$ cat src/design/clpc_pkg.sv
// package with payload types, widths and the microcode program of the lattice point counter
`timescale 1ns / 1ps

package clpc_pkg;

    // field widths
    localparam int RADIUS_WIDTH = 31;
    localparam int LIMIT_WIDTH  = 31;
    localparam int POINTS_WIDTH = 16;

    // datapath widths derived from the radius width
    localparam int ROOT_WIDTH   = (RADIUS_WIDTH + 1) / 2;
    localparam int RAD_WIDTH    = 2 * ROOT_WIDTH;
    localparam int REM_WIDTH    = ROOT_WIDTH + 3;
    localparam int COORD_WIDTH  = ROOT_WIDTH + 1;
    localparam int SQ_WIDTH     = RADIUS_WIDTH + 1;
    localparam int SUM_WIDTH    = RADIUS_WIDTH + 2;
    localparam int PAIRS_WIDTH  = ROOT_WIDTH + 1;
    localparam int COUNT_WIDTH  = PAIRS_WIDTH + 2;
    localparam int ITER_WIDTH   = $clog2(ROOT_WIDTH);
    localparam int STEP_WIDTH   = 3;

    localparam logic [POINTS_WIDTH-1:0] POINTS_MAX = '1;

    // input beat
    typedef struct packed {
        logic [RADIUS_WIDTH-1:0] radius_squared;
        logic [LIMIT_WIDTH-1:0]  point_limit;
    } t_req;

    // result beat
    typedef struct packed {
        logic [POINTS_WIDTH-1:0] lattice_points;
        logic                    possible;
    } t_rsp;

    typedef logic [STEP_WIDTH-1:0] t_step;

    // datapath operation of one control word
    typedef enum logic [2:0] {
        OP_IDLE,
        OP_SQRT,
        OP_INIT,
        OP_PAIR,
        OP_DONE
    } t_dp_op;

    // branch condition of one control word
    typedef enum logic [2:0] {
        JC_NEVER,
        JC_ALWAYS,
        JC_NO_START,
        JC_SQRT_MORE,
        JC_PAIRS_LEFT
    } t_jump_cond;

    // one control word: operation, branch condition and branch target
    typedef struct packed {
        t_dp_op     op;
        t_jump_cond cond;
        t_step      target;
    } t_uword;

    // program step addresses
    localparam t_step STEP_IDLE = 3'd0;
    localparam t_step STEP_SQRT = 3'd1;
    localparam t_step STEP_INIT = 3'd2;
    localparam t_step STEP_PAIR = 3'd3;
    localparam t_step STEP_DONE = 3'd4;

    // microcode rom
    function automatic t_uword ucode_rom(t_step pc);
        t_uword w;
        unique case (pc)
            STEP_IDLE: w = '{op: OP_IDLE, cond: JC_NO_START,   target: STEP_IDLE};
            STEP_SQRT: w = '{op: OP_SQRT, cond: JC_SQRT_MORE,  target: STEP_SQRT};
            STEP_INIT: w = '{op: OP_INIT, cond: JC_NEVER,      target: STEP_IDLE};
            STEP_PAIR: w = '{op: OP_PAIR, cond: JC_PAIRS_LEFT, target: STEP_PAIR};
            STEP_DONE: w = '{op: OP_DONE, cond: JC_ALWAYS,     target: STEP_IDLE};
            default:   w = '{op: OP_IDLE, cond: JC_ALWAYS,     target: STEP_IDLE};
        endcase
        return w;
    endfunction

endpackage

$ cat src/design/circle_lattice_point_counter_unit.sv
// top level of the circle lattice point counter: microcoded sequencer and datapath
//
//  channel  | ports                     | handshake
//  ---------+---------------------------+------------------------------------------
//  request  | i_req (t_req)             | beat taken when start is high, busy low
//  result   | o_result (t_rsp)          | beat valid for one cycle while o_valid
//
// Each beat runs the square root steps, one setup step, one pair step per move of
// the x or y pointer, one closing pair step and one finish step; o_valid follows
// in the next cycle. The pair step loop moves one pointer per cycle.
// Reset returns the step counter to idle and drops o_valid.
// Results cannot be stalled; busy stays high from accept until the finish step.
`timescale 1ns / 1ps

module circle_lattice_point_counter_unit (
    input  logic           i_clk,
    input  logic           i_rst_n,
    input  logic           start,
    input  clpc_pkg::t_req i_req,
    output logic           busy,
    output logic           o_valid,
    output clpc_pkg::t_rsp o_result
);

    // sequencer
    clpc_pkg::t_step  r_pc;
    clpc_pkg::t_step  n_pc;
    clpc_pkg::t_uword uw;
    logic             jump;

    // datapath registers
    logic [clpc_pkg::RADIUS_WIDTH-1:0] r_rsq;
    logic [clpc_pkg::LIMIT_WIDTH-1:0]  r_limit;
    logic [clpc_pkg::RAD_WIDTH-1:0]    r_rad;
    logic [clpc_pkg::REM_WIDTH-1:0]    r_rem;
    logic [clpc_pkg::ROOT_WIDTH-1:0]   r_root;
    logic [clpc_pkg::ITER_WIDTH-1:0]   r_iter;
    logic [clpc_pkg::COORD_WIDTH-1:0]  r_x;
    logic [clpc_pkg::COORD_WIDTH-1:0]  r_y;
    logic [clpc_pkg::SQ_WIDTH-1:0]     r_xx;
    logic [clpc_pkg::SQ_WIDTH-1:0]     r_yy;
    logic [clpc_pkg::PAIRS_WIDTH-1:0]  r_pairs;
    logic                              r_valid;
    clpc_pkg::t_rsp                    r_rsp;

    // combinational datapath terms
    logic [clpc_pkg::REM_WIDTH-1:0]   rem_sh;
    logic [clpc_pkg::REM_WIDTH-1:0]   trial;
    logic                             trial_ok;
    logic [clpc_pkg::SUM_WIDTH-1:0]   sum_sq;
    logic [clpc_pkg::SUM_WIDTH-1:0]   rsq_ext;
    logic                             pairs_left;
    logic [clpc_pkg::COUNT_WIDTH-1:0] count;
    logic                             accept;

    // control word fetch and branch decision
    always_comb begin
        uw = clpc_pkg::ucode_rom(r_pc);
        unique case (uw.cond)
            clpc_pkg::JC_NEVER:      jump = 1'b0;
            clpc_pkg::JC_ALWAYS:     jump = 1'b1;
            clpc_pkg::JC_NO_START:   jump = !start;
            clpc_pkg::JC_SQRT_MORE:  jump = (r_iter != '0);
            clpc_pkg::JC_PAIRS_LEFT: jump = pairs_left;
            default:                 jump = 1'b1;
        endcase
    end

    // next step
    always_comb begin
        if (jump) begin
            n_pc = uw.target;
        end else begin
            n_pc = r_pc + clpc_pkg::t_step'(1);
        end
    end

    // handshake outputs
    always_comb begin
        busy   = (uw.op != clpc_pkg::OP_IDLE);
        accept = start && (uw.op == clpc_pkg::OP_IDLE);
    end

    // square root digit step and pair test
    always_comb begin
        rem_sh     = {r_rem[clpc_pkg::REM_WIDTH-3:0],
                      r_rad[clpc_pkg::RAD_WIDTH-1 -: 2]};
        trial      = {1'b0, r_root, 2'b01};
        trial_ok   = (rem_sh >= trial);
        sum_sq     = clpc_pkg::SUM_WIDTH'(r_xx) + clpc_pkg::SUM_WIDTH'(r_yy);
        rsq_ext    = clpc_pkg::SUM_WIDTH'(r_rsq);
        pairs_left = (r_x <= r_y);
        count      = {r_pairs, 2'b00};
    end

    // step counter
    always_ff @(posedge i_clk) begin
        if (!i_rst_n) begin
            r_pc    <= clpc_pkg::STEP_IDLE;
            r_valid <= 1'b0;
        end else begin
            r_pc    <= n_pc;
            r_valid <= (uw.op == clpc_pkg::OP_DONE);
        end
    end

    // datapath
    always_ff @(posedge i_clk) begin
        unique case (uw.op)
            clpc_pkg::OP_IDLE: begin
                if (accept) begin
                    r_rsq   <= i_req.radius_squared;
                    r_limit <= i_req.point_limit;
                    r_rad   <= clpc_pkg::RAD_WIDTH'(i_req.radius_squared);
                    r_rem   <= '0;
                    r_root  <= '0;
                    r_iter  <= clpc_pkg::ITER_WIDTH'(clpc_pkg::ROOT_WIDTH - 1);
                end
            end
            clpc_pkg::OP_SQRT: begin
                r_rad  <= {r_rad[clpc_pkg::RAD_WIDTH-3:0], 2'b00};
                r_iter <= r_iter - clpc_pkg::ITER_WIDTH'(1);
                if (trial_ok) begin
                    r_rem  <= rem_sh - trial;
                    r_root <= {r_root[clpc_pkg::ROOT_WIDTH-2:0], 1'b1};
                end else begin
                    r_rem  <= rem_sh;
                    r_root <= {r_root[clpc_pkg::ROOT_WIDTH-2:0], 1'b0};
                end
            end
            clpc_pkg::OP_INIT: begin
                // y starts at the floor root, y*y is radius minus remainder
                r_y  <= clpc_pkg::COORD_WIDTH'(r_root);
                r_yy <= clpc_pkg::SQ_WIDTH'(r_rsq)
                        - clpc_pkg::SQ_WIDTH'(r_rem);
                r_x  <= clpc_pkg::COORD_WIDTH'(1);
                r_xx <= clpc_pkg::SQ_WIDTH'(1);
                // perfect square: the point on the axis counts once
                r_pairs <= clpc_pkg::PAIRS_WIDTH'((r_rem == '0) && (r_rsq != '0));
            end
            clpc_pkg::OP_PAIR: begin
                if (pairs_left) begin
                    if (sum_sq > rsq_ext) begin
                        // too far out: step y down, (y-1)^2 = y^2 - 2y + 1
                        r_y  <= r_y - clpc_pkg::COORD_WIDTH'(1);
                        r_yy <= r_yy - clpc_pkg::SQ_WIDTH'({r_y, 1'b0})
                                + clpc_pkg::SQ_WIDTH'(1);
                    end else begin
                        // step x up, (x+1)^2 = x^2 + 2x + 1
                        r_x  <= r_x + clpc_pkg::COORD_WIDTH'(1);
                        r_xx <= r_xx + clpc_pkg::SQ_WIDTH'({r_x, 1'b1});
                        if (sum_sq == rsq_ext) begin
                            // mirrored pair counts twice, diagonal once
                            if (r_x == r_y) begin
                                r_pairs <= r_pairs + clpc_pkg::PAIRS_WIDTH'(1);
                            end else begin
                                r_pairs <= r_pairs + clpc_pkg::PAIRS_WIDTH'(2);
                            end
                        end
                    end
                end
            end
            clpc_pkg::OP_DONE: begin
                if (count > clpc_pkg::COUNT_WIDTH'(clpc_pkg::POINTS_MAX)) begin
                    r_rsp.lattice_points <= clpc_pkg::POINTS_MAX;
                end else begin
                    r_rsp.lattice_points <= clpc_pkg::POINTS_WIDTH'(count);
                end
                r_rsp.possible <= (clpc_pkg::LIMIT_WIDTH'(count) <= r_limit);
            end
            default: begin
            end
        endcase
    end

    // result beat
    assign o_valid  = r_valid;
    assign o_result = r_rsp;

endmodule
$ cat config.mk
export PLATFORM = sky130hd
export DESIGN_NAME = circle_lattice_point_counter_unit
export DESIGN_NICKNAME = d
export VERILOG_FILES = /design/src/design/clpc_pkg.sv /design/src/design/circle_lattice_point_counter_unit.sv
export SDC_FILE = /design/constraint.sdc
export NUM_CORES = 1
export LEC_CHECK = 0
export ABC_AREA = 1
export BUFFER_PORTS_ARGS = -buffer_cell sky130_fd_sc_hd__buf_2
export CORE_UTILIZATION = 60
export CTS_CLUSTER_SIZE = 24
export DETAILED_ROUTE_END_ITERATION = 16
export PLACE_DENSITY = 0.78
export REMOVE_ABC_BUFFERS = 1
export SYNTH_ARGS = -nofsm -noshare
export SYNTH_HDL_FRONTEND = slang
export SYNTH_SLANG_ARGS = --single-unit
$ cat constraint.sdc
create_clock -name i_clk -period 15.47 [get_ports i_clk]
set_input_delay 2.3205 -clock i_clk [delete_from_list [all_inputs] [get_ports i_clk]]
set_output_delay 2.3205 -clock i_clk [all_outputs]
set_load 0.01 [all_outputs]
==> summary.md <==
| Metric | Value |
|---|---|
| Top Ports | 84 |
| RSZ-0062 raised after global routing | false |
| Most common cell after layout, fill and taps aside | nand2_1 |
| WL per Instance | 17.6 µm |
| Die area | 0.0346 mm² |
| Hold Crit Class | reg2reg |
| Drt drc | 0 |
| Hold_buf cts | 0 |
| Most frequent cells in the layout | 561 x nand2_1, 321 x inv_1, 264 x edfxtp_1 |
| Crit-path most repeated cell | nand2_1 |
| Worst-path clk slew | 0.07 ns |
| Setup violations, final | 0 |
| Vias in the first global route | 17200 |
| Gr ovfl total | 0 |
| Final nets | 2869 |
| Total global routing track utilization | 0.316 |
| Seq/Total Area, Yosys | 0.394 |
| H-tree depth | 1 |
| Routed WL | 53800 µm |
| Period utilization | 0.314 |
| Cell Pwr Density | 235 mW/mm² |
| CTS sink cnt | 268 |
| Final hold vios | 0 |
| Syn avg cell area | 8.13 µm² |
| Synthesized instance count | 2499 |
| Largest net degree at the start of global routing | 72 |
| Via density | 5.87 |
| Mapped cell area | 0.0203 mm² |
| Inserted Diodes | 0 |
| EDFF count, synth | 264 |
| Hold_ws | 0.525 ns |
| Async set-reset flop share out of synthesis | 0 |
| Placer Congestion | 0.938 |
| Warnings from Yosys | 0 |
| Post-DRT Antenna Nets | 0 |
| Max frequency | 206 MHz |
| Status | finished clean |
| Die Wd | 186 µm |
| Crit-path cells | ha_1, fa_1, nand3_1, nand2_1, nand2_1, nand2_1, nand2_1, nand2_1, nand3_1, nand3_1, a21oi_1, xnor2_1, ha_1, nand4_1, inv_1, nand3_1, nor3_1, nand3_1, nor2_1, a21oi_2, nand2_1, nand2_1, inv_2 |
| DRT iter0 DRCs | 1688 |
| Crit Path Max Fanout | 49 |
| Placed cells | 3007 |
| Worst skew pair latency | 0.61 ns |
| Hpwl dp | 42300 µm |
| CTS resizes | 0 |
| Initial core utilization | 0.607 |
| Normalized max-slew margin | 0.266 |
| Syn-to-layout area delta | 9.19% |
| TritonCTS clock tree | done |
| CP startpoint kind | flip-flop |
| Ys flop type | edfxtp_1 |
| Initial antenna violation count | 0 |
| CTS Buf Count | 30 |
| Tightest Pin Transition | 1.10 ns |
| Pleak | 9.78 nW |
| Non-filler cells, final | 3061 |
| CTS Buffer Depth | 3 |
| Vias | 18000 |
| Yosys reg bits | 268 |
| Layout cell share with drive strength beyond 1 | 0.0792 |
| Root Buffer | clkbuf_16 |
| CP Class | reg2reg |
| Core region area | 0.0334 mm² |
| Max rail drop VDD | 0.000203 V |
| Clock Skew | 0.0164 ns |
| Die height | 186 µm |
| CP endpoint kind | flip-flop |
| Unique cell type count in the Yosys netlist | 63 |
| I/O Buffers | 83 |
| Worst stage delay on the critical path | 0.77 ns |
| Min cycle time layout | 4.86 ns |
| Maxcap violations | 0 |
| Global-route wire length before repair | 85200 µm |
| # Post-CTS Setup Buffers | 0 |
| Drt pass-1 iters | 6 |
| Critical Path RT | 15.68 ns |
| Row cnt | 67 |
| Pins Over Slew Limit | 0 |
| TNS Setup | 0 ns |
| CP max-delay cell | inv_2 |
| Data arrival, critical path | 5.07 ns |
[metal layers]
layer  vias up  wire (µm)  global-route usage
met4         0       1780               0.119
met3       115       4640              0.0548
met5         -          0                   0
li1       8772          -                   -
met1      8376      22700               0.419
met2       698      24700               0.517
[registers in the layout, summed over array words and instances (netlist names)]
name      flops
r_pairs      17
r_rsq        31
r_iter        4
r_rad        32
r_rem        19
r_limit      31
o_valid       1
r_root       16
r_xx         32
r_yy         32
r_x          17
r_y          17
o_result     16
r_pc          3
[cell families after synthesis]
| family | after synthesis | share of synthesized area |
|---|---|---|
| xor gates and xnor gates | 83 | 0.0358 |
| muxes | 1 | 0.000493 |
| AOI/OAI and AO/OA | 536 | 0.149 |
| and+or+nand+nor | 1040 | 0.219 |
| adders and majority gates | 213 | 0.133 |
| buffers and inverters | 358 | 0.0692 |
| DFF | 268 | 0.394 |
[through the flow]
step	util	area [µm²]	setup slack, ns	power (mW)
after global routing	0.663	22200	10.19	5.63
final	0.663	22200	10.61	5.22
after global placement	0.634	21200	10.79	4.33
after floorplan	-	20100	7.52	3.63
after CTS	0.663	22200	10.65	5.16
after detailed placement	0.634	21200	10.68	4.43
[final timing paths]
check	depth (start not counted)	slack, ns	endpoint	startpoint
setup / recovery	23	10.61	r_xx[18]	r_xx[0]
hold / removal	2	0.52	r_rad[13]	r_rad[11]
setup reg to reg	23	10.61	r_xx[18]	r_xx[0]
hold reg to reg	2	0.52	r_rad[13]	r_rad[11]
[cell type report]
type / count / area [µm²]
clock buffer: 38 / 781
sequential: 268 / 8010
multi-input combinational: 1873 / 10900
clock inverter: 16 / 191
timing repair buffer: 92 / 483
fill: 2844 / 11300
tap: 448 / 561
inverter: 326 / 1220
[worst max-delay path, delay by kind of cell, from the launching register on]
family	cells	cell delay, ns
XOR/XNOR	1	0.09
flip-flops	1	0.43
buffers and inverters	2	0.85
AO/OA/AOI/OAI	2	0.31
adder cells (fa/ha/maj)	3	0.98
AND/OR/NAND/NOR	15	1.75
[synthesized netlist by cell type, types with 6 or more instances]
cell type  instances  area [µm²]
ha_1             209        2620
clkbuf_1          13        48.8
o21ai_0          169         846
a21oi_2           14         123
nor3_1            48         240
o21ai_2           19         166
o21ai_1           12        60.1
a21oi_1          238        1190
nor2_2             6        37.5
nand3b_1           6        45.0
xnor2_1           28         245
buf_2             12        60.1
a31oi_1           14        87.6
edfxtp_1         264        7930
a21o_1            14         105
o21bai_1          11        82.6
xor2_1            55         482
nand4_1           41         257
nand3_1           96         480
nand2_1          562        2110
nand2_2            7        43.8
inv_1            322        1210
o21a_1            19         143
nor2_1           229         860
nor4_1            19         119
[power breakdown]
| part | leakage [nW] | total [mW] | switching, mW | internal (mW) |
|---|---|---|---|---|
| sequential | 2.54 | 1.39 | 0.207 | 1.18 |
| clock | 0.454 | 0.717 | 0.309 | 0.408 |
| combinational | 6.79 | 3.12 | 2.08 | 1.04 |
(Power assumes the default switching activity.)
